### config.mk
export PLATFORM = sky130hd
export DESIGN_NAME = rolling_odometer_counter_flat
export DESIGN_NICKNAME = d
export VERILOG_FILES = /design/src/rtl/odo_pkg.sv /design/src/rtl/odo_if.sv /design/src/rtl/odo_front.sv /design/src/rtl/odo_queue.sv /design/src/rtl/odo_back.sv /design/src/rtl/rolling_odometer_counter.sv /design/src/flat_wrapper.sv
export SDC_FILE = /design/constraint.sdc
export NUM_CORES = 1
export LEC_CHECK = 0
export ABC_AREA = 1
export BUFFER_PORTS_ARGS = -buffer_cell sky130_fd_sc_hd__buf_4
export CORE_ASPECT_RATIO = 0.5
export CORE_UTILIZATION = 50
export DETAILED_ROUTE_END_ITERATION = 8
export PLACE_DENSITY_LB_ADDON = 0.05
export SLEW_MARGIN = 20
export SYNTH_ARGS = -nofsm -noshare
export SYNTH_HDL_FRONTEND = slang
export SYNTH_SLANG_ARGS = --single-unit
### constraint.sdc
create_clock -name clk_i -period 6.5 [get_ports clk_i]
set_input_delay 0.975 -clock clk_i [delete_from_list [all_inputs] [get_ports clk_i]]
set_output_delay 0.975 -clock clk_i [all_outputs]
set_load 0.02 [all_outputs]
### src/rtl/odo_pkg.sv
// Shared types, constants and codes for the rolling odometer counter.
`timescale 1ns / 1ps
`default_nettype none

package odo_pkg;

  // Animation frames per decimal digit step.
  localparam int FramesPerDigit = 4;
  localparam int FrameMod       = 10 * FramesPerDigit;
  localparam int FrameW         = $clog2(FrameMod);
  localparam int PhaseW         = (FramesPerDigit > 1) ? $clog2(FramesPerDigit) : 1;

  localparam int CountW   = 10;
  localparam int TileW    = 10;
  localparam int MaxCount = 999;

  typedef enum logic [1:0] {
    ReqTick   = 2'd0,
    ReqTarget = 2'd1,
    ReqSetNow = 2'd2,
    ReqReset  = 2'd3
  } req_kind_e;

  typedef enum logic [1:0] {
    GearNone = 2'd0,
    GearFwd  = 2'd1,
    GearRev  = 2'd2
  } gear_e;

  // Codes equal the two-bit signed direction: up is +1, down is -1.
  typedef enum logic [1:0] {
    DirIdle = 2'b00,
    DirUp   = 2'b01,
    DirDown = 2'b11
  } dir_e;

  typedef struct packed {
    logic [3:0] hund;
    logic [3:0] tens;
    logic [3:0] ones;
  } bcd_t;

  // One classified request as it travels from the front end to the back end.
  typedef struct packed {
    req_kind_e         kind;
    logic [CountW-1:0] count;
    bcd_t              digits;
  } cmd_t;

endpackage

`default_nettype wire

### src/rtl/odo_if.sv
// Valid/ready channel interfaces for requests and display results.
`timescale 1ns / 1ps
`default_nettype none

interface odo_req_if;
  logic                      valid;
  logic                      ready;
  logic [1:0]                req_type;
  logic [odo_pkg::CountW-1:0] count_value;

  modport source (output valid, output req_type, output count_value, input ready);
  modport sink   (input valid, input req_type, input count_value, output ready);
endinterface

interface odo_res_if;
  logic                       valid;
  logic                       ready;
  logic [odo_pkg::TileW-1:0]  hundreds_tile;
  logic [odo_pkg::TileW-1:0]  tens_tile;
  logic [odo_pkg::TileW-1:0]  ones_tile;
  logic [odo_pkg::CountW-1:0] shown_count;
  logic signed [1:0]          roll_dir;
  logic                       lock_input;
  logic [1:0]                 gear_cmd;

  modport source (output valid, output hundreds_tile, output tens_tile, output ones_tile,
                  output shown_count, output roll_dir, output lock_input, output gear_cmd,
                  input ready);
  modport sink   (input valid, input hundreds_tile, input tens_tile, input ones_tile,
                  input shown_count, input roll_dir, input lock_input, input gear_cmd,
                  output ready);
endinterface

`default_nettype wire

### src/rtl/odo_front.sv
// Front end: accepts requests, saturates the count and splits it into digits.
`timescale 1ns / 1ps
`default_nettype none

module odo_front (
  odo_req_if.sink          req_i,
  input  logic             q_full_i,
  output logic             q_push_o,
  output odo_pkg::cmd_t    q_cmd_o
);

  logic [odo_pkg::CountW-1:0] sat_count;
  logic [odo_pkg::CountW-1:0] count;
  logic [15:0]                hund_prod;
  logic [3:0]                 hund;
  logic [odo_pkg::CountW-1:0] rest_full;
  logic [6:0]                 rest;
  logic [14:0]                tens_prod;
  logic [3:0]                 tens;
  logic [6:0]                 ones_full;

  assign req_i.ready = ~q_full_i;
  assign q_push_o    = req_i.valid & ~q_full_i;

  assign sat_count = (req_i.count_value > odo_pkg::CountW'(odo_pkg::MaxCount)) ?
                     odo_pkg::CountW'(odo_pkg::MaxCount) : req_i.count_value;
  assign count     = (odo_pkg::req_kind_e'(req_i.req_type) == odo_pkg::ReqReset) ?
                     '0 : sat_count;

  // Division by 100 and 10 through reciprocal multiplies; exact for counts below 1000.
  assign hund_prod = 16'(count) * 16'd41;
  assign hund      = hund_prod[15:12];
  assign rest_full = count - odo_pkg::CountW'(hund) * odo_pkg::CountW'(100);
  assign rest      = rest_full[6:0];
  assign tens_prod = 15'(rest) * 15'd205;
  assign tens      = tens_prod[14:11];
  assign ones_full = rest - 7'(tens) * 7'd10;

  assign q_cmd_o.kind        = odo_pkg::req_kind_e'(req_i.req_type);
  assign q_cmd_o.count       = count;
  assign q_cmd_o.digits.hund = hund;
  assign q_cmd_o.digits.tens = tens;
  assign q_cmd_o.digits.ones = ones_full[3:0];

endmodule

`default_nettype wire

### src/rtl/odo_queue.sv
// Two-entry command queue between the front end and the back end.
`timescale 1ns / 1ps
`default_nettype none

module odo_queue (
  input  logic          clk_i,
  input  logic          rst_ni,
  input  logic          push_i,
  input  odo_pkg::cmd_t cmd_i,
  output logic          full_o,
  input  logic          pop_i,
  output logic          valid_o,
  output odo_pkg::cmd_t cmd_o
);

  odo_pkg::cmd_t entry_q [2];
  logic          wr_ptr_q, wr_ptr_d;
  logic          rd_ptr_q, rd_ptr_d;
  logic [1:0]    fill_q, fill_d;

  assign full_o  = fill_q[1];
  assign valid_o = (fill_q != 2'd0);
  assign cmd_o   = entry_q[rd_ptr_q];

  always_comb begin
    wr_ptr_d = push_i ? ~wr_ptr_q : wr_ptr_q;
    rd_ptr_d = pop_i ? ~rd_ptr_q : rd_ptr_q;
    fill_d   = fill_q + 2'(push_i) - 2'(pop_i);
  end

  always_ff @(posedge clk_i or negedge rst_ni) begin
    if (!rst_ni) begin
      wr_ptr_q <= 1'b0;
      rd_ptr_q <= 1'b0;
      fill_q   <= 2'd0;
    end else begin
      wr_ptr_q <= wr_ptr_d;
      rd_ptr_q <= rd_ptr_d;
      fill_q   <= fill_d;
    end
  end

  always_ff @(posedge clk_i) begin
    if (push_i) begin
      entry_q[wr_ptr_q] <= cmd_i;
    end
  end

endmodule

`default_nettype wire

### src/rtl/odo_back.sv
// Back end: roll state, digit animation frames and the registered result.
`timescale 1ns / 1ps
`default_nettype none

module odo_back (
  input  logic                      clk_i,
  input  logic                      rst_ni,
  input  logic [odo_pkg::TileW-1:0] tile_base_i,
  input  logic                      q_valid_i,
  input  odo_pkg::cmd_t             q_cmd_i,
  output logic                      q_pop_o,
  odo_res_if.source                 res_o
);

  localparam int FW = odo_pkg::FrameW;

  function automatic logic [FW-1:0] step_frame(input logic [FW-1:0] f, input logic up);
    logic [FW-1:0] last;
    last = FW'(odo_pkg::FrameMod - 1);
    if (up) begin
      return (f == last) ? '0 : f + FW'(1);
    end
    return (f == '0) ? last : f - FW'(1);
  endfunction

  function automatic logic [FW-1:0] snap_frame(input logic [3:0] d);
    return FW'(32'(d) * odo_pkg::FramesPerDigit);
  endfunction

  function automatic odo_pkg::bcd_t bcd_inc(input odo_pkg::bcd_t b);
    odo_pkg::bcd_t r;
    r = b;
    if (b.ones != 4'd9) begin
      r.ones = b.ones + 4'd1;
    end else begin
      r.ones = 4'd0;
      if (b.tens != 4'd9) begin
        r.tens = b.tens + 4'd1;
      end else begin
        r.tens = 4'd0;
        r.hund = b.hund + 4'd1;
      end
    end
    return r;
  endfunction

  function automatic odo_pkg::bcd_t bcd_dec(input odo_pkg::bcd_t b);
    odo_pkg::bcd_t r;
    r = b;
    if (b.ones != 4'd0) begin
      r.ones = b.ones - 4'd1;
    end else begin
      r.ones = 4'd9;
      if (b.tens != 4'd0) begin
        r.tens = b.tens - 4'd1;
      end else begin
        r.tens = 4'd9;
        r.hund = b.hund - 4'd1;
      end
    end
    return r;
  endfunction

  logic [odo_pkg::CountW-1:0] tgt_q, tgt_d;
  odo_pkg::bcd_t              tgt_bcd_q, tgt_bcd_d;
  logic [odo_pkg::CountW-1:0] disp_q, disp_d;
  odo_pkg::bcd_t              disp_bcd_q, disp_bcd_d;
  odo_pkg::dir_e              dir_q, dir_d;
  logic [odo_pkg::PhaseW-1:0] phase_q, phase_d;
  logic [FW-1:0]              frame_q [3];
  logic [FW-1:0]              frame_d [3];
  odo_pkg::gear_e             gear;
  logic                       load_en;
  logic [odo_pkg::CountW-1:0] load_cnt;
  odo_pkg::bcd_t              load_bcd;
  logic                       up;
  logic                       out_valid_q;

  assign q_pop_o     = q_valid_i & (~out_valid_q | res_o.ready);
  assign res_o.valid = out_valid_q;

  always_comb begin
    tgt_d      = tgt_q;
    tgt_bcd_d  = tgt_bcd_q;
    disp_d     = disp_q;
    disp_bcd_d = disp_bcd_q;
    dir_d      = dir_q;
    phase_d    = phase_q;
    frame_d    = frame_q;
    gear       = odo_pkg::GearNone;
    load_en    = 1'b0;
    load_cnt   = q_cmd_i.count;
    load_bcd   = q_cmd_i.digits;
    up         = (dir_q == odo_pkg::DirUp);

    unique case (q_cmd_i.kind) inside
      odo_pkg::ReqTick: begin
        if (dir_q != odo_pkg::DirIdle) begin
          frame_d[2] = step_frame(frame_q[2], up);
          if (up ? (disp_bcd_q.ones == 4'd9) : (disp_bcd_q.ones == 4'd0)) begin
            frame_d[1] = step_frame(frame_q[1], up);
            if (up ? (disp_bcd_q.tens == 4'd9) : (disp_bcd_q.tens == 4'd0)) begin
              frame_d[0] = step_frame(frame_q[0], up);
            end
          end
          if (phase_q == odo_pkg::PhaseW'(odo_pkg::FramesPerDigit - 1)) begin
            phase_d    = '0;
            disp_d     = up ? disp_q + 1'b1 : disp_q - 1'b1;
            disp_bcd_d = up ? bcd_inc(disp_bcd_q) : bcd_dec(disp_bcd_q);
            if (disp_d == tgt_q) begin
              load_en  = 1'b1;
              load_cnt = tgt_q;
              load_bcd = tgt_bcd_q;
            end
          end else begin
            phase_d = phase_q + 1'b1;
          end
        end
      end
      odo_pkg::ReqTarget: begin
        tgt_d     = q_cmd_i.count;
        tgt_bcd_d = q_cmd_i.digits;
        if (q_cmd_i.count < disp_q) begin
          dir_d   = odo_pkg::DirDown;
          phase_d = '0;
          gear    = odo_pkg::GearRev;
        end else if (q_cmd_i.count > disp_q) begin
          dir_d   = odo_pkg::DirUp;
          phase_d = '0;
          gear    = odo_pkg::GearFwd;
        end else begin
          load_en = 1'b1;
        end
      end
      odo_pkg::ReqSetNow, odo_pkg::ReqReset: begin
        load_en = 1'b1;
      end
      default: begin
        load_en = 1'b0;
      end
    endcase

    // Direct load: target and shown count agree, digits snap to exact frames.
    if (load_en) begin
      tgt_d      = load_cnt;
      tgt_bcd_d  = load_bcd;
      disp_d     = load_cnt;
      disp_bcd_d = load_bcd;
      dir_d      = odo_pkg::DirIdle;
      frame_d[0] = snap_frame(load_bcd.hund);
      frame_d[1] = snap_frame(load_bcd.tens);
      frame_d[2] = snap_frame(load_bcd.ones);
    end
  end

  always_ff @(posedge clk_i or negedge rst_ni) begin
    if (!rst_ni) begin
      tgt_q       <= '0;
      tgt_bcd_q   <= '0;
      disp_q      <= '0;
      disp_bcd_q  <= '0;
      dir_q       <= odo_pkg::DirIdle;
      phase_q     <= '0;
      frame_q[0]  <= '0;
      frame_q[1]  <= '0;
      frame_q[2]  <= '0;
      out_valid_q <= 1'b0;
    end else begin
      if (q_pop_o) begin
        tgt_q      <= tgt_d;
        tgt_bcd_q  <= tgt_bcd_d;
        disp_q     <= disp_d;
        disp_bcd_q <= disp_bcd_d;
        dir_q      <= dir_d;
        phase_q    <= phase_d;
        frame_q    <= frame_d;
      end
      if (q_pop_o) begin
        out_valid_q <= 1'b1;
      end else if (res_o.ready) begin
        out_valid_q <= 1'b0;
      end
    end
  end

  always_ff @(posedge clk_i) begin
    if (q_pop_o) begin
      res_o.hundreds_tile <= tile_base_i + odo_pkg::TileW'(frame_d[0]);
      res_o.tens_tile     <= tile_base_i + odo_pkg::TileW'(frame_d[1]);
      res_o.ones_tile     <= tile_base_i + odo_pkg::TileW'(frame_d[2]);
      res_o.shown_count   <= disp_d;
      res_o.roll_dir      <= $signed(dir_d);
      res_o.lock_input    <= (dir_d != odo_pkg::DirIdle);
      res_o.gear_cmd      <= gear;
    end
  end

endmodule

`default_nettype wire

### src/rtl/rolling_odometer_counter.sv
// Top level of the rolling three-digit odometer display counter.
//
// Usage: requests arrive on req_i as transactions (valid/ready) carrying a
// request type (frame tick, set target with roll, set immediately, reset to
// zero) and a count. Every accepted request produces exactly one result
// transaction on res_o with the three digit tile numbers, the shown count,
// the roll direction, the input lock flag and a one-shot gear command.
// The user must write the tile base register through cfg_we_i/cfg_wdata_i
// only while the block is idle; the block does not enforce it. It is applied
// when results are formed. The front end decodes each accepted request into
// a two-entry queue, and the back end updates the roll state and registers
// the result in the same cycle it pops a command, which it does only while
// the result register is empty or its result is being taken.
// Throughput is one transaction per cycle while the receiver keeps ready high.
// Reset clears the counts, direction, phase and digit frames to zero and the
// tile base to zero. When the receiver stalls, the result register holds,
// the queue fills, and req_i.ready drops once both queue entries are taken.
`timescale 1ns / 1ps
`default_nettype none

module rolling_odometer_counter (
  input  logic                      clk_i,
  input  logic                      rst_ni,
  input  logic                      cfg_we_i,
  input  logic [odo_pkg::TileW-1:0] cfg_wdata_i,
  odo_req_if.sink                   req_i,
  odo_res_if.source                 res_o
);

  logic                      tile_base_q;
  logic [odo_pkg::TileW-1:0] tile_base_r_q;
  logic                      q_full;
  logic                      q_push;
  logic                      q_pop;
  logic                      q_valid;
  odo_pkg::cmd_t             push_cmd;
  odo_pkg::cmd_t             head_cmd;

  // The tile base register; tile_base_q only marks that it has been written.
  always_ff @(posedge clk_i or negedge rst_ni) begin
    if (!rst_ni) begin
      tile_base_r_q <= '0;
      tile_base_q   <= 1'b0;
    end else if (cfg_we_i) begin
      tile_base_r_q <= cfg_wdata_i;
      tile_base_q   <= 1'b1;
    end
  end

  // Front end: classify the request and split the saturated count into digits.
  odo_front u_front (
    .req_i    (req_i),
    .q_full_i (q_full),
    .q_push_o (q_push),
    .q_cmd_o  (push_cmd)
  );

  // The queue lets the front keep accepting while the result side stalls.
  odo_queue u_queue (
    .clk_i   (clk_i),
    .rst_ni  (rst_ni),
    .push_i  (q_push),
    .cmd_i   (push_cmd),
    .full_o  (q_full),
    .pop_i   (q_pop),
    .valid_o (q_valid),
    .cmd_o   (head_cmd)
  );

  // Back end: roll sequencing, digit frame animation and result register.
  // Before the first write the base is the reset value of zero either way.
  odo_back u_back (
    .clk_i       (clk_i),
    .rst_ni      (rst_ni),
    .tile_base_i (tile_base_q ? tile_base_r_q : '0),
    .q_valid_i   (q_valid),
    .q_cmd_i     (head_cmd),
    .q_pop_o     (q_pop),
    .res_o       (res_o)
  );

endmodule

`default_nettype wire

### src/flat_wrapper.sv
// flat-port wrapper written by rule: the top's interface ports become plain ports
module rolling_odometer_counter_flat 
  (clk_i, rst_ni, cfg_we_i, cfg_wdata_i, req_i_valid, req_i_req_type, req_i_count_value, req_i_ready, res_o_valid, res_o_hundreds_tile, res_o_tens_tile, res_o_ones_tile, res_o_shown_count, res_o_roll_dir, res_o_lock_input, res_o_gear_cmd, res_o_ready);
  odo_req_if req_i_i ();
  odo_res_if res_o_i ();
  input  logic clk_i;
  input  logic rst_ni;
  input  logic cfg_we_i;
  input  logic [odo_pkg::TileW-1:0] cfg_wdata_i;
  input wire logic [$bits(req_i_i.valid)-1:0] req_i_valid;
  input wire logic [$bits(req_i_i.req_type)-1:0] req_i_req_type;
  input wire logic [$bits(req_i_i.count_value)-1:0] req_i_count_value;
  output wire logic [$bits(req_i_i.ready)-1:0] req_i_ready;
  output wire logic [$bits(res_o_i.valid)-1:0] res_o_valid;
  output wire logic [$bits(res_o_i.hundreds_tile)-1:0] res_o_hundreds_tile;
  output wire logic [$bits(res_o_i.tens_tile)-1:0] res_o_tens_tile;
  output wire logic [$bits(res_o_i.ones_tile)-1:0] res_o_ones_tile;
  output wire logic [$bits(res_o_i.shown_count)-1:0] res_o_shown_count;
  output wire logic [$bits(res_o_i.roll_dir)-1:0] res_o_roll_dir;
  output wire logic [$bits(res_o_i.lock_input)-1:0] res_o_lock_input;
  output wire logic [$bits(res_o_i.gear_cmd)-1:0] res_o_gear_cmd;
  input wire logic [$bits(res_o_i.ready)-1:0] res_o_ready;
  assign req_i_i.valid = req_i_valid;
  assign req_i_i.req_type = req_i_req_type;
  assign req_i_i.count_value = req_i_count_value;
  assign req_i_ready = req_i_i.ready;
  assign res_o_valid = res_o_i.valid;
  assign res_o_hundreds_tile = res_o_i.hundreds_tile;
  assign res_o_tens_tile = res_o_i.tens_tile;
  assign res_o_ones_tile = res_o_i.ones_tile;
  assign res_o_shown_count = res_o_i.shown_count;
  assign res_o_roll_dir = res_o_i.roll_dir;
  assign res_o_lock_input = res_o_i.lock_input;
  assign res_o_gear_cmd = res_o_i.gear_cmd;
  assign res_o_i.ready = res_o_ready;
  rolling_odometer_counter u_core (.clk_i(clk_i), .rst_ni(rst_ni), .cfg_we_i(cfg_we_i), .cfg_wdata_i(cfg_wdata_i), .req_i(req_i_i), .res_o(res_o_i));
endmodule
Word-level counts from Yosys, hierarchy flattened
Memories as Yosys holds them, arrays and structs flattened.
Cells that the tools add are included.
Widths: inputs -> output; s select.
- add/subtract/negate cells: 22
- muxes and demuxes: 83
- reduce and logical (&&, ||, !) cells: 24
- multiply operators: 4
- $lt $le $gt $ge: 3
- equality and inequality tests: 20
- bitwise logic cells: 8
- operators by type and width (kind ; number):
    $mux 12 ; 12
    $mux 10 ; 14
    $mux 6 ; 13
    $mux 18 ; 3
    $add 10x6->10 ; 3
    $mux 4 ; 6
    $mux 1 ; 22
    $add 6x1->6 const B ; 3
    $eq 6x6->1 const B ; 3
    $logic_not 6->1 ; 3
    $mux 2 ; 9
    $reduce_bool 2->1 ; 9
    $sub 6x1->6 const B ; 3
    $mul 10x6->16 const B ; 1
    $mux 8 ; 2
    $mul 7x8->15 const B ; 1
    $add 4x1->4 const B ; 3
    $ne 3x3->1 const B ; 4
    $sub 4x1->4 const B ; 3
    $add 10x1->10 const B ; 1
    $eq 10x10->1 ; 1
    $gt 10x10->1 ; 1
    $gt 10x10->1 const B ; 1
    $lt 10x10->1 ; 1
    other kinds (27) ; 42
- input bits: 27
- memories: 1
- word-level logic and storage cells: 192
- output and inout port bits: 47
- bits in writable memories: 48
- register bits: 127
- memories (memory ; depth ; width ; rd ports ; clocked after memory_dff ; write ports ; line ; text):
    u_core.u_queue.entry_q ; 2 ; 24 ; 1 ; 0 ; 1 ; odo_queue.sv:16 ; odo_pkg::cmd_t entry_q [2];

Longest topological paths before layout
- depth in word-level cells: 13
- mapped depth: 51

Hierarchy
Synthesis repeated with hierarchy kept, for this count alone.
- cell total of the unflattened synthesis: 1570
- area total of the unflattened synthesis: 12443.2 um2
- by module, submodules not included (module ; area each (um2) ; cells each ; instances):
    odo_back ; 7678.6 ; 1046 ; 1
    odo_front ; 2253.4 ; 310 ; 1
    odo_queue ; 2019.4 ; 149 ; 1
    rolling_odometer_counter ; 491.7 ; 65 ; 1

Worst setup path before layout
OpenSTA, ideal clock, no wires.
- kind: input to register
- from: input port req_i_count_value[4]
- to: memory u_core.u_queue.entry_q[0][3] (netlist name) (data pin)
- path slack: -1.953 ns
- cell stages on the path: 47
- arrival time: 8.197 ns
- data required time: 6.244 ns
- cell sequence: inv_1 nand2_1 nand3_1 inv_1 nor3_1 ha_1 fa_1 ha_1 ha_1 a21oi_1 o21ai_0 a21oi_1 nand2_1 a21oi_1 xnor2_1 ha_1 inv_1 ha_1 (+11 left out) inv_1 ha_1 nand2_1 inv_1 nand2_1 nand2_1 nand2_1 nand2_1 nand2_1 nand2_1 ha_1 fa_1 xnor2_1 inv_1 nand3_1 nand2_1 nand2_1 nand2_1
- RTL lines (what ; line ; text):
    start, declared ; flat_wrapper.sv:12 ; input wire logic [$bits(req_i_i.count_value)-1:0] req_i_count_value;
    end, declared ; odo_queue.sv:16 ;

==> parameters.txt <==
Parameter                              Value

Status
  Result of the run ... finished with violations
  Violated checks ... negative setup slack

Finish
  Fill count ... approximately 2000
  ANT cells ... 0
  Layout overhead on the synthesized area ... 22.6%
  Finished layout cell area ... 14900 sq um
  Max FFs per register ... 46
  Most flop-heavy register ... u_core.u_queue.entry_q
  Final #Nets ... 1824
  Sequential cell area ... approximately 4700 sq um
  Leading registers by flop count ... u_core.u_queue.entry_q (46), u_core.u_back.frame_q (18), u_core.u_back.tgt_bcd_q (12)
  Area of the multi-input gates ... 7110 sq um
  Ratio of cells with drive above 1 in the final layout ... 21.7%

GRT
  Global-route wire length before repair ... 50.7 mm
  Antenna violations before repair ... 0
  Gr usage total ... 25.7%
  Pin count of the biggest net entering global routing ... 79
  Number of global-route vias before repair ... around 10000
  Aggregate global routing overflow ... 0

Drt
  Total number of vias ... 10400
  DRC viols ... 0
  Final routed wirelength across all metal layers ... 30.5 mm
  DRT Pass-1 Iters ... 5
  Routed wirelength normalized by instance count ... 15.4 microns
  Drt first-iter violations ... approximately 830
  Post-detailed-route via-to-cell ratio ... approximately 5.3
  Residual antenna-violating net count after detailed routing ... 0

Synth
  Synth warnings ... 0
  Mean instance size in the synthesized netlist ... 8.05 sq um
  Post-Syn Area ... 12100 sq um
  Post-synthesis sequential area ratio ... 38.7%
  Fraction of synthesized cell area taken by the top area cell type ... ~23%
  Ranking of synthesized cells by area ... edfxtp_1 23%, dfrtp_1 16%, nand2_1 15%
  Post-Synthesis Cells ... 1505
  Number of register bits inferred by synthesis ... around 170
  Total nets after synthesis ... 1668
  Post-synth EDFFs ... slightly above 90
  Number of distinct library cells after synthesis ... 51
  Dominant cell type by area after synthesis ... edfxtp_1
  Share of async-settable or async-resettable flops after synthesis ... 46.2%
  Primary flip-flop cell chosen by synthesis mapping ... edfxtp_1

Clock network
  CTS root buf ... clkbuf_16
  Number of sinks handled by clock tree synthesis ... roughly 170
  Number of H-tree levels ... 4
  Number of hold buffers added after CTS ... 0
  Insertion delay of the later-clocked pin in the worst-skew pair ... 0.44 ns
  Clock-pin slew on the worst setup and hold paths ... ~0.070 ns
  TritonCTS clock tree ... built
  Buffer depth of the longest clock path ... 2
  Number of buffers added by the clock tree synthesis step ... 17

Timing
  Final max-slew violation count ... 0
  Final Skew ... 0.00963 ns
  Crit path setup slack, layout ... -1.28 ns
  Fin crit period ... roughly 7.8 ns
  Count of endpoints failing hold in the final timing report ... 0
  # setup viols final ... 14
  Highest clock frequency the design can meet ... 128 MHz
  RSZ-0062 raised after global routing ... true
  Final worst-path cycle share ... 120%
  Transition time of the tightest slew-check pin ... 0.960 ns
  Worst relative slew slack ... between 30% and 40%

Floorplan
  Std-Cell Rows ... 39
  Horizontal die dimension ... 222 microns
  Placeable core region ... between 20000 and 25000 sq um
  I/O pin total ... 74
  Total die area ... 24900 sq um
  Initial Util ... 52.1%
  Die outline height ... 112 microns

Critical path
  Crit path kind ... input pin to flip-flop
  Slack of the worst reg-to-reg path ... 0.73 ns
  CP Launch Type ... input pin
  Required @ worst endpoint ... 6.70 ns
  Arrival time of data at the critical path endpoint ... 7.98 ns
  Kind of end point of the critical path ... flip-flop
  Crit Path Max Fanout ... 4
  Slowest Stage Delay on Critical Path ... between 0.5 and 0.6 ns
  Slowest library cell on the worst path ... fa_1

Placed design
  Placed Instance Area ... 13800 sq um
  Global placer's final weighted congestion ... 0.918
  Count of buffers from port buffering ... 73
  DPL Wire Length ... 22.7 mm

Hold path
  HP Class ... flip-flop to flip-flop

Flow run
  Max-cap viol count ... 0
-- per-stage QoR --
step	TNS [ns]	utilization (%)	std cells	hold slack, ns	setup WS, ns
global placement	-19.69	59.2	1930	0.465	-1.88
finish	-11.50	63.8	1981	0.485	-1.28
global route	-15.21	63.8	1981	0.507	-1.60
floorplan	-12.39	-	1505	0.449	-1.41
CTS	-10.85	63.4	1980	0.483	-1.20
detailed placement	-22.20	59.3	1930	0.466	-2.09
-- logic make-up after synthesis --
group / after synthesis / synth area share, %
simple gates: 724 / 25.2
buf+inv: 229 / 7.48
compound gates: 186 / 8.77
flops: 169 / 38.7
fa+ha+maj: 136 / 15.2
xor+xnor: 52 / 3.87
mux: 9 / 0.826
-- cell type report --
type | instances | share of cell area (%)
Inverter | 195 | 5.18
Clock buffer | 21 | 2.97
Timing Repair Buffer | 171 | 9.02
Sequential cell | 169 | 31.5
Clock inverter | 11 | 0.826
Multi-Input combinational cell | 1107 | 47.9
Tap cell | 307 | 2.59
-- placed cells by master, fill, tap and decap left out, types with 7 or more instances in the layout --
cell type  count
nand2_1      469
inv_1        159
buf_4        157
ha_1          98
edfxtp_1      91
nand3_1       83
dfrtp_1       78
nor2_1        61
o21ai_0       61
a21oi_1       53
xor2_1        36
inv_2         28
nand2_2       27
nand4_1       18
ha_4          18
clkbuf_16     17
o21ai_1       16
nor3_1        16
fa_1          15
buf_6         13
nand2_4       11
nor2_2         9
o21ai_2        9
xnor2_1        9
a21oi_2        8
mux2_2         8
o21bai_1       7
-- Yosys cell counts (11+ instances only) --
library cell	instances
a21oi_1	63
clkbuf_1	18
dfrtp_1	78
edfxtp_1	91
fa_1	18
ha_1	118
inv_1	182
inv_2	11
nand2_1	494
nand3_1	87
nand4_1	18
nor2_1	70
nor3_1	18
o21ai_0	68
o21ai_1	14
xnor2_1	12
xor2_1	39
-- path summary, 6_finish.rpt --
path,startpoint,endpoint,cells after the start
worst max-delay path,req_i_count_value[3],u_core.u_queue.entry_q[1][3],44
worst min-delay path,u_core.u_back.tgt_bcd_q[5],u_core.u_back.tgt_bcd_q[5],2
worst max register to register,u_core.u_back.dir_q[1],u_core.u_back.res_o.hundreds_tile[9],28
worst min register to register,u_core.u_back.tgt_bcd_q[5],u_core.u_back.tgt_bcd_q[5],2
max in group asynchronous,rst_ni,u_core.u_back.frame_q[9],1
min in group asynchronous,rst_ni,u_core.u_back.tgt_q[4],1
-- layer usage --
metal | up-vias | track usage, % | routed length [microns]
li1 | 5244 | - | -
met1 | 4903 | 34.6 | 14400
met5 | - | 0 | 0
met2 | 240 | 43.3 | 14300
met4 | 0 | 6.30 | 361
met3 | 28 | 4.45 | 1470
-- worst max-delay path, delay by kind of cell --
family | cells | cell delay [ns]
adder cells (fa/ha/maj) | 13 | 3.74
buffers and inverters | 7 | 0.55
AO/OA/AOI/OAI | 5 | 0.80
XOR/XNOR | 2 | 0.30
AND/OR/NAND/NOR | 17 | 1.59
-- timing repair --
| item | 4_1_cts | 5_1_grt |
|---|---|---|
| setup endpoints to repair | 14 | 14 |
| setup buffers | 18 | 5 |
| gates cloned | 0 | 0 |
| pin swaps | 31 | 11 |
| resized for setup | 64 | 26 |
Power is left out: the tool's default activity adds up to more than one toggle a clock period on the data nets, which glitch-free logic cannot reach.
